[src/hw/rtl/bpei_pkg.sv]
// Package for the breakpoint envelope interpolator.
// Holds table sizes, item kinds, status codes, cell control types and FSM states.
// No dependencies.
package bpei_pkg;

    localparam int MAX_POINTS = 64;
    localparam int IDX_W      = $clog2(MAX_POINTS);
    localparam int CNT_W      = $clog2(MAX_POINTS + 1);
    localparam int TIME_W     = 32;
    localparam int LVL_W      = 17;
    localparam int VAL_W      = 18;
    localparam int FRAC_W     = 17;
    localparam int PROD_W     = FRAC_W + LVL_W;
    localparam int DSTEP_W    = $clog2(FRAC_W);

    localparam logic [LVL_W-1:0] LEVEL_ONE  = LVL_W'(65536);
    localparam logic [LVL_W-1:0] LEVEL_HALF = LVL_W'(32768);

    typedef enum logic [1:0] {
        KIND_INSERT = 2'd0,
        KIND_REMOVE = 2'd1,
        KIND_CLEAR  = 2'd2,
        KIND_QUERY  = 2'd3
    } t_kind;

    typedef enum logic [1:0] {
        STAT_DONE     = 2'd0,
        STAT_FULL     = 2'd1,
        STAT_BAD_IDX  = 2'd2
    } t_status;

    typedef enum logic [2:0] {
        CELL_HOLD,
        CELL_INSERT,
        CELL_REMOVE,
        CELL_LOAD,
        CELL_SHIFT
    } t_cell_op;

    typedef struct packed {
        t_cell_op            op;
        logic [TIME_W-1:0]   t;
        logic [LVL_W-1:0]    lvl;
        logic [CNT_W-1:0]    count;
        logic [IDX_W-1:0]    rm_idx;
    } t_cell_ctl;

    typedef enum logic [2:0] {
        ST_IDLE,
        ST_SCAN,
        ST_DIV,
        ST_MUL,
        ST_FIN,
        ST_DONE
    } t_state;

endpackage

[src/hw/rtl/bpei_cell.sv]
// One breakpoint cell: a stored point plus a scan register that shifts toward cell 0.
// Depends on bpei_pkg.
module bpei_cell (
    input  logic                           i_clk,
    input  bpei_pkg::t_cell_ctl            i_ctl,
    input  logic [bpei_pkg::IDX_W-1:0]     i_idx,
    input  logic                           i_left_lt,
    input  logic [bpei_pkg::TIME_W-1:0]    i_left_time,
    input  logic [bpei_pkg::LVL_W-1:0]     i_left_lvl,
    input  logic [bpei_pkg::TIME_W-1:0]    i_right_time,
    input  logic [bpei_pkg::LVL_W-1:0]     i_right_lvl,
    input  logic [bpei_pkg::TIME_W-1:0]    i_right_pass_time,
    input  logic [bpei_pkg::LVL_W-1:0]     i_right_pass_lvl,
    output logic                           o_lt,
    output logic [bpei_pkg::TIME_W-1:0]    o_time,
    output logic [bpei_pkg::LVL_W-1:0]     o_lvl,
    output logic [bpei_pkg::TIME_W-1:0]    o_pass_time,
    output logic [bpei_pkg::LVL_W-1:0]     o_pass_lvl
);

    logic [bpei_pkg::TIME_W-1:0] r_time, n_time, r_pass_time, n_pass_time;
    logic [bpei_pkg::LVL_W-1:0]  r_lvl, n_lvl, r_pass_lvl, n_pass_lvl;
    logic                        valid;

    assign valid = {1'b0, i_idx} < i_ctl.count;
    assign o_lt  = valid && (r_time < i_ctl.t);

    always_comb begin
        n_time      = r_time;
        n_lvl       = r_lvl;
        n_pass_time = r_pass_time;
        n_pass_lvl  = r_pass_lvl;
        case (i_ctl.op)
            bpei_pkg::CELL_INSERT: begin
                // points below the new time stay, the first one at or above takes the
                // new point, the rest move one place up
                if (!o_lt) begin
                    if (i_left_lt) begin
                        n_time = i_ctl.t;
                        n_lvl  = i_ctl.lvl;
                    end else begin
                        n_time = i_left_time;
                        n_lvl  = i_left_lvl;
                    end
                end
            end
            bpei_pkg::CELL_REMOVE: begin
                if (i_idx >= i_ctl.rm_idx) begin
                    n_time = i_right_time;
                    n_lvl  = i_right_lvl;
                end
            end
            bpei_pkg::CELL_LOAD: begin
                n_pass_time = r_time;
                n_pass_lvl  = r_lvl;
            end
            bpei_pkg::CELL_SHIFT: begin
                n_pass_time = i_right_pass_time;
                n_pass_lvl  = i_right_pass_lvl;
            end
            default: ;
        endcase
    end

    always_ff @(posedge i_clk) begin
        r_time      <= n_time;
        r_lvl       <= n_lvl;
        r_pass_time <= n_pass_time;
        r_pass_lvl  <= n_pass_lvl;
    end

    assign o_time      = r_time;
    assign o_lvl       = r_lvl;
    assign o_pass_time = r_pass_time;
    assign o_pass_lvl  = r_pass_lvl;

endmodule

[config.mk]
export PLATFORM = sky130hd
export DESIGN_NAME = bpei_cell
export DESIGN_NICKNAME = d
export VERILOG_FILES = /design/src/hw/rtl/bpei_pkg.sv /design/src/hw/rtl/bpei_cell.sv
export SDC_FILE = /design/constraint.sdc
export NUM_CORES = 1
export LEC_CHECK = 0
export ABC_AREA = 1
export BUFFER_PORTS_ARGS = -buffer_cell sky130_fd_sc_hd__buf_2
export CAP_MARGIN = 20
export CELL_PAD_IN_SITES_DETAIL_PLACEMENT = 1
export CELL_PAD_IN_SITES_GLOBAL_PLACEMENT = 2
export CORE_MARGIN = 2
export CORE_UTILIZATION = 26
export DETAILED_ROUTE_END_ITERATION = 8
export PLACE_DENSITY = 0.86
export SLEW_MARGIN = 10
export SYNTH_ARGS = -nofsm -noshare
export SYNTH_HDL_FRONTEND = slang
export SYNTH_SLANG_ARGS = --single-unit
[constraint.sdc]
create_clock -name i_clk -period 5.62 [get_ports i_clk]
set_clock_uncertainty 0.1 [all_clocks]
set_input_delay 0.843 -clock i_clk [delete_from_list [all_inputs] [get_ports i_clk]]
set_output_delay 0.843 -clock i_clk [all_outputs]
set_load 0.02 [all_outputs]
# Yosys cells after proc, flatten, opt, wreduce, memory -nomap -nowiden
# Index checks and enable logic that the tools add are counted.
# totals
ff_bits	98
inputBits	220
# classes
n_eq_ne	6
reduce_logical	4
n_lt_le_gt_ge	3
mux	10
# ops
operator	n
32-bit case mux with 2 select lines	2
32-bit 2-to-1 mux	3
17-bit case mux with 2 select lines	2
17-bit 2-to-1 mux	3
32-bit < comparator	1
6-bit by 7-bit < comparator with 1-bit output	1
3-bit by 2-bit == test with 1-bit output, second input constant	2
6-bit >= comparator	1
2-bit != test, second input constant	2
2-bit nonzero test	2
3-bit by 1-bit == test with 1-bit output, second input constant	1
3-bit == test, second input constant	1
3-bit AND reduction	1
1-bit logical AND	1

# Logic depth before layout (Yosys ltp)
# Gate-level depths: netlist of run 1.
# logic_depth
ltp_word	4
mapped_depth	14
ltp_nobuf	14

# Worst setup path before layout of run 1
# No wires, ideal clock.
# synth_timing
path_kind	input to register
start	input port i_ctl[64] in the netlist's numbering
end	register r_pass_lvl, in the netlist o_pass_lvl[0], enable pin
n_path_buf	0
stages	3
setup_slack_ps	564
setup_ps	523
t_arrival_ps	4432
path_cell_list	inv_2 > nand2_1 > o21ai_0
# synth_via
elab_chain_cells	2
elab_cells_between_ends	3
classes_between	eq/ne (2); reduce/logical (1)
# synth_rtl
item	line_no	source
from (decl)	bpei_cell.sv:5	input bpei_pkg::t_cell_ctl i_ctl,
3-bit == test / 3-bit by 2-bit == test with 1-bit output (equally long branches)	bpei_cell.sv:33	case (i_ctl.op)
2-bit nonzero test (no source line) *	--	
to (signal assigned)	bpei_cell.sv:69	r_pass_lvl <= n_pass_lvl;
to (decl)	bpei_cell.sv:22	logic [bpei_pkg::LVL_W-1:0] r_lvl, n_lvl, r_pass_lvl, n_pass_lvl;
# Mark *: on every way between the ends. The rest lies on a longest branch, timed or not.
# A chain may end at the register's enable or synchronous reset.

# Final worst setup path of run 1
# layout_timing
start	input port i_ctl[35] in the netlist's numbering
end	output port o_lt
# layout_via
elab_chain_cells	2
# layout_rtl
item	line_no	source
32-bit < comparator	bpei_cell.sv:26	assign o_lt = valid && (r_time < i_ctl.t);
1-bit logical AND	bpei_cell.sv:26	
to (decl)	bpei_cell.sv:14	output logic o_lt,
# Every way passes these cells.

==> results of run 1 <==
-- logic make-up (layout without fill, tap and decap cells) --
logic type	count (synthesis)	after routing	share of synthesized area, %
mux	48	48	12.1
other cells	0	1	0
buf+inv	103	417	7.81
flops	98	98	49.6
compound gates	127	127	10.9
fa+ha+maj	42	42	8.86
simple gates	161	161	10.7
-- synth_stat cells (all sizes together) --
cell type  number  share of area (%)
buf            17                2.3
nor2           13               0.99
nor3            3               0.25
clkbuf          9               0.65
mux2           48                 12
inv            77                4.9
edfxtp         98                 50
ha             42                8.9
a21oi          20                1.7
o21a            2               0.25
nand4           4               0.42
o2111ai         1               0.15
o21ai         103                8.7
nand2         139                8.8
nand3           2               0.17
o211ai          1               0.13
-- metrics by stage --
step	worst slack (ns)	instances	power (mW)	util, %	hold slack (ns)
2_1_floorplan	0.564	579	1.11	-	0.617
3_3_place_gp	2.03	1161	1.26	34.5	0.453
3_5_place_dp	1.99	1161	1.27	34.5	0.471
4_1_cts	2.36	1177	1.98	36.0	0.491
5_1_grt	2.13	1179	2.05	36.1	0.499
6_report	2.41	1179	1.95	36.1	0.482
-- registers in the layout, indices dropped and copies added, names as in the netlist --
signal / count
o_pass_time: 32
o_pass_lvl: 17
o_lvl: 17
o_time: 32
-- final timing paths --
check | start | endpoint | slack (ns)
worst min-delay path | o_lvl[16] | o_pass_lvl[16] | 0.48
worst max-delay path | i_ctl[35] | o_lt | 2.41
worst min register to register | o_lvl[16] | o_pass_lvl[16] | 0.48
worst max register to register | o_time[31] | o_time[10] | 2.57
-- where the power goes --
group	internal [mW]	leakage [nW]	switching [mW]	total (mW)
Clock	0.399	0.160	0.302	0.702
Sequential	0.858	0.907	0.0190	0.877
Combinational	0.164	2.94	0.208	0.373
-- area by class of cell --
cell class	instances	area, um^2	area share, %
antenna	1	2.50	0.0308
clock buffer	9	225	2.77
clock inverter	7	108	1.32
inverter	77	289	3.56
multi-input combinational	378	2540	31.3
sequential	98	2940	36.2
tap	285	357	4.39
timing repair buffer	324	1660	20.4
-- worst register-to-register path: stages, from the launching register on --
cell,delay (ns)
edfxtp_1,0.46
ha_1,0.33
nand2_1,0.09
nor2_1,0.17
nand4_1,0.15
a21oi_1,0.17
nor2_1,0.07
nand2_1,0.08
nand2_1,0.06
nand2_2,0.66
buf_4,0.41
-- layout by cell type (no fill, tap or decap) --
cell type / netlist / routed
buf_2: 9 / 318
nand2_1: 138 / 137
edfxtp_1: 98 / 98
o21ai_0: 96 / 95
inv_1: 76 / 76
mux2_4: 47 / 47
ha_1: 42 / 42
a21oi_1: 20 / 20
nor2_1: 11 / 11
clkbuf_16: 0 / 9
o21ai_1: 7 / 7
buf_4: 0 / 5
nand4_1: 4 / 4
nor3_1: 3 / 3
nand3_1: 2 / 2
o21a_1: 2 / 2
inv_8: 0 / 2
bufinv_16: 0 / 2
diode_2: 0 / 1
inv_2: 1 / 1
nor2_4: 1 / 1
nor2_2: 1 / 1
nand2_4: 0 / 1
o21ai_4: 0 / 1
o211ai_1: 1 / 1
o2111ai_1: 1 / 1
nand2_2: 1 / 1
mux2_2: 1 / 1
clkinv_4: 0 / 1
clkinvlp_4: 0 / 1
inv_6: 0 / 1
buf_16: 0 / 1
-- metal layers --
metal	track usage (%)	up-vias
li1	-	2600
met1	19.4	2383
met2	28.9	154
met3	3.29	23
met4	6.44	0
met5	0	-
==> impl_metrics.yaml, run 1 <==
clock_network:
  cts_tree: "built"
  clock-root-buffer: "clkbuf_16"
  cts_setup_buffers: 0
  cts_max_level: 3
  clkTransAtPathRegs_ns: 0.07
  numCtsBuffers: 9
  clock_path_buffers: 2
  ctsResizeCount: 0
  cts.sinks: 98
  clk_latency_ns: 0.35
  cts_hold_buffers: 0
sta:
  fin_crit_ns: 3.21
  maxSlewViolCount: 0
  worst_pin_slew_ns: 1.00
  max_clock_freq_mhz: 312
  setup_viol: 0
  fin_setup_tns_ns: 0
  grt_setup_unrepaired: "false"
  finalHoldViolations: 0
  relSlewSlack_pct: 33.3
  fin_crit_sh_pct: 57.1
grt:
  antenna_found_initial: 1
  track_usage_pct: 16.3
  gr-total-overflow: 0
  grt_pass1_wl_mm: 30.2
  grt_pass1_vias: 5435
  grt_max_degree: 99
routing:
  wl_per_cell_um: 16.8
  wl_met1_mm: 8.15
  drt_iter0_drc: 178
  route.vias.total: 5160
  wl_met3_mm: 1.00
  viasPerCell: 4.38
  drt_pass1_iterations: 4
  finalWirelength_mm: 19.9
  ant_nets: 0
  drc: 0
  wl_met2_mm: 10.3
  highest_layer: "met4"
final_layout:
  synthToLayoutAreaGrowth_pct: 37.0
  final_cell_area_mm2: 0.00812
  final_nets: 1150
  fill_cells: 2668
  drive_gt1_share_pct: 44.1
placed_design:
  dpl.hpwl_mm: 16.0
  io_buffers: 318
  gp_congestion: 0.805
  place_area_mm2: 0.00776
floorplanning:
  initial_core_util_pct: 26.3
  rows: 55
  die_width_um: 155
  dieArea_mm2: 0.0240
  core-area_mm2: 0.0225
  num_io_pins: 319
  die_y_um: 155
critical_path:
  path_depth: 13
  crit_buf_inv: 4
  critPathSlowestCell: "ha_1"
  endpoint_kind: "output pin"
  max_stage_delay_ns: 0.31
  critical_path.top_delay_family: "simple AND/OR/NAND/NOR gates"
  crit_fanout: 2
  cp-start-kind: "input port"
  critical_path_class: "input port to output pin"
  cp.required_ns: 4.68
  path_common_cell: "nand2_1"
  path_cells: "buf_2 -> inv_1 -> ha_1 -> a21oi_1 -> nor2_1 -> nor3_1 -> nand2_1 -> nand2_1 -> nand2_1 -> nand2_1 -> nand2_1 -> inv_1 -> buf_2"
  cp.arrival_ns: 2.26
  r2r_cells: 10
hold_path:
  hold_class: "register to register"
  hold_path_depth: 1
synthesis:
  syn_nets: 841
  postSynthAreaPerCell_um2: 10.2
  synth_cell_type_count: 24
  syn_area_mm2: 0.00593
  ys_warn_count: 0
  ys_seq_elements: 98
  ys_seq_area_share_pct: 49.6
  synthCells: 579
job:
  drv_cap: 0
status:
  status: "completed"
power:
  ir_drop_mv: 0.0993
  p_leak_nw: 4.00
  p_per_area_mw_per_mm2: 240
No activity file was read; power rests on OpenSTA's default activity.
==> run 2, diff against run 1 <==
--- a/config.mk
+++ b/config.mk
@@ -5,7 +5,7 @@
 export SDC_FILE = /design/constraint.sdc
 export NUM_CORES = 1
 export LEC_CHECK = 0
-export ABC_AREA = 1
+export ABC_AREA = 0
 export BUFFER_PORTS_ARGS = -buffer_cell sky130_fd_sc_hd__buf_2
 export CAP_MARGIN = 20
 export CELL_PAD_IN_SITES_DETAIL_PLACEMENT = 1
@@ -13,7 +13,7 @@
 export CORE_MARGIN = 2
 export CORE_UTILIZATION = 26
 export DETAILED_ROUTE_END_ITERATION = 8
-export PLACE_DENSITY = 0.86
+export PLACE_DENSITY = 0.85
 export SLEW_MARGIN = 10
 export SYNTH_ARGS = -nofsm -noshare
 export SYNTH_HDL_FRONTEND = slang
==> constraint.sdc (replaced) <==
create_clock -name i_clk -period 3.1 [get_ports i_clk]
set_clock_uncertainty 0.1 [all_clocks]
set_input_delay 0.465 -clock i_clk [delete_from_list [all_inputs] [get_ports i_clk]]
set_output_delay 0.465 -clock i_clk [all_outputs]
set_load 0.02 [all_outputs]
==> run 2 against run 1 <==
Effect of this change:
- count of clock-buffer cells in the layout is 1 higher
- sequential power increased by 81%
- sequential cell count did not move
- synthesized cell count decreased by 18%
- combinational power increased by 78%
- die area is 4.9% lower
- routed wire length decreased by 5.9%
- critical path depth fell by 6
- register-to-register slack got worse by 2.3 ns
- critical path type is now register to output pin
==> impl_metrics.yaml, run 2 <==
floorplanning:
  initial_core_util_pct: 26.6
  die_y_um: 151
  dieArea_mm2: 0.0228
  core-area_mm2: 0.0212
  rows: 53
  num_io_pins: 319
  die_width_um: 151
routing:
  route.vias.total: 4815
  wl_per_cell_um: 17.4
  viasPerCell: 4.49
  drc: 0
  drt_pass1_iterations: 4
  drt_iter0_drc: 128
  ant_nets: 0
  finalWirelength_mm: 18.7
final_layout:
  diodes: 0
  seq_area_mm2: 0.00294
  layout_commonest_cell: "buf_2"
  multi_input_area_mm2: 0.00250
  drive_gt1_share_pct: 50.4
  final_nets: 1054
  final_cells: 1072
  synthToLayoutAreaGrowth_pct: 42.2
  final_cell_mix: "buf_2, edfxtp_1, nand2_1, o21ai_0"
  fill_cells: 2470
placed_design:
  gp_congestion: 0.758
  pre_cts_slack_ns: 0.00655
  dpl.cell_count: 1054
  dpl.hpwl_mm: 14.8
  io_buffers: 318
critical_path:
  path_depth: 7
  critPathSlowestCell: "a2111o_1"
  crit_buf_inv: 1
  r2r-start: "o_time[18]"
  endpoint_kind: "output pin"
  critical_path_class: "register to output pin"
  crit_fanout: 3
  critical_path.top_delay_family: "compound AO/OA/AOI/OAI gates"
  r2r_cells: 7
  path_cells: "ha_4 -> a41oi_2 -> o21ai_1 -> a221o_1 -> a2111o_1 -> a21oi_1 -> buf_4"
  cp-start-kind: "register"
  rrSetupSlack_ns: 0.29
  r2r-end: "o_time[21]"
  cp.arrival_ns: 2.46
  max_stage_delay_ns: 0.45
  cp.required_ns: 2.53
synthesis:
  yosysTopAreaCell: "edfxtp_1"
  yosys-top-cells-count: "edfxtp_1, nand2_1, o21ai_0"
  syn_nets: 736
  yosys.area.top_type_share_pct: 52.3
  ys_warn_count: 0
  ys_seq_area_share_pct: 52.3
  synthCells: 474
  synthFlopType: "edfxtp_1"
  synth_cell_type_count: 32
  synthTopCellsByArea: "edfxtp_1, mux2_2, ha_1"
  postSynthAreaPerCell_um2: 11.9
  ys_seq_elements: 98
  synth-edff-count: 98
  synth_async_sr_flop_share_pct: 0
  syn_area_mm2: 0.00563
  synthMostInstantiatedCell: "edfxtp_1"
grt:
  top_usage_layer: "met2"
  track_usage_pct: 15.8
  met2_usage_pct: 28.3
  grt_pass1_vias: 4982
  grt_pass1_wl_mm: 27.2
  grt_max_degree: 99
  use_met3_pct: 2.71
  met1_usage_pct: 19.1
  antenna_found_initial: 0
  gr-total-overflow: 0
clock_network:
  cts.sinks: 98
  clock-root-buffer: "clkbuf_16"
  clkTransAtPathRegs_ns: 0.07
  clk_latency_ns: 0.34
  clock_path_buffers: 2
  numCtsBuffers: 9
  cts_hold_buffers: 0
  cts_max_level: 3
  cts_tree: "built"
status:
  status: "completed"
sta:
  maxSlewViolCount: 0
  setup_ws_ns: 0.0725
  finalHoldViolations: 0
  fin_crit_ns: 3.03
  setup_viol: 0
  fin_crit_sh_pct: 97.7
  worst_pin_slew_ns: 0.972
  relSlewSlack_pct: 35.0
  max_clock_freq_mhz: 330
power:
  p_per_area_mw_per_mm2: 433
  ir_drop_mv: 0.221
  design_power_total_mw: 3.47
  p_leak_nw: 3.67
hold_path:
  min_to: "o_time[14]"
  hold_class: "input port to register"
  hold_path_depth: 3
  hp-start: "i_right_time[14]"
job:
  drv_cap: 0
run 2: changes by cell type after synthesis, moves of 8 or more:
cell	previous run	this run
buf_6	8	0
clkbuf_1	5	15
inv_1	76	44
mux2_2	1	49
mux2_4	47	0
mux2i_1	0	49
nand2_1	138	58
o21ai_0	96	53
run 2: final cells by class:
type	count	area share [%]
Multi-Input combinational cell	311	31.2
Tap cell	275	4.30
Inverter	44	2.06
Clock buffer	10	2.86
Clock inverter	6	1.13
Timing Repair Buffer	328	21.7
Sequential cell	98	36.8
run 2: tightest hold or removal path, cell delays in order:
cell,delay (ns)
buf_2,0.07
nand2_1,0.03
o21ai_0,0.05
run 2: worst max path at each step:
stage,start,endpoint,slack [ns]
floorplan,o_time[18],o_lvl[0],0.11
global placement,i_ctl[48],o_lvl[11],0.04
detailed placement,i_ctl[48],o_lvl[7],0.007
CTS,o_time[17],o_lt,0.003
global route,o_time[18],o_lt,-0.02
finish,o_time[18],o_lt,0.07
run 2: logic make-up (layout without fill, tap and decap cells):
kind of cell             after synthesis  count (layout)  synth area share, %
multiplexers                          98              98                 18.5
flip-flops                            98              98                 52.3
AND/OR/NAND/NOR                       86              86                 6.80
AO/OA/AOI/OAI                         85              85                 8.60
buffers and inverters                 65             388                 4.47
adder cells (fa/ha/maj)               42              42                 9.34
run 2: through the flow:
step / hold WS (ns) / util (%) / TNS, ns / area, um^2
after floorplan: 0.552 / - / 0 / 5630
after global placement: 0.455 / 36.1 / 0 / 7630
after detailed placement: 0.457 / 36.1 / 0 / 7630
after CTS: 0.272 / 37.6 / 0 / 7960
after global routing: 0.285 / 37.8 / -0.0228 / 8000
final: 0.295 / 37.8 / 0 / 8000
run 2: timing repair:
action / in CTS / in global routing
resized for setup: 2 / 2
endpoints found under the setup margin: 1 / 1
buffers inserted: 0 / 2
pin swaps: 1 / 1
run 2: layer usage:
metal  vias up  part of all wire, %
li1       2375                    -
met1      2255                   41
met2       166                   52
met3        19                  5.6
met4         0                  1.9
met5         -                    0
run 2: power breakdown:
part / switching [mW] / leakage [nW] / internal, mW / total, mW
Combinational: 0.361 / 2.60 / 0.302 / 0.664
Sequential: 0.0320 / 0.910 / 1.56 / 1.59
Clock: 0.506 / 0.153 / 0.711 / 1.22
Total: 0.900 / 3.67 / 2.57 / 3.47
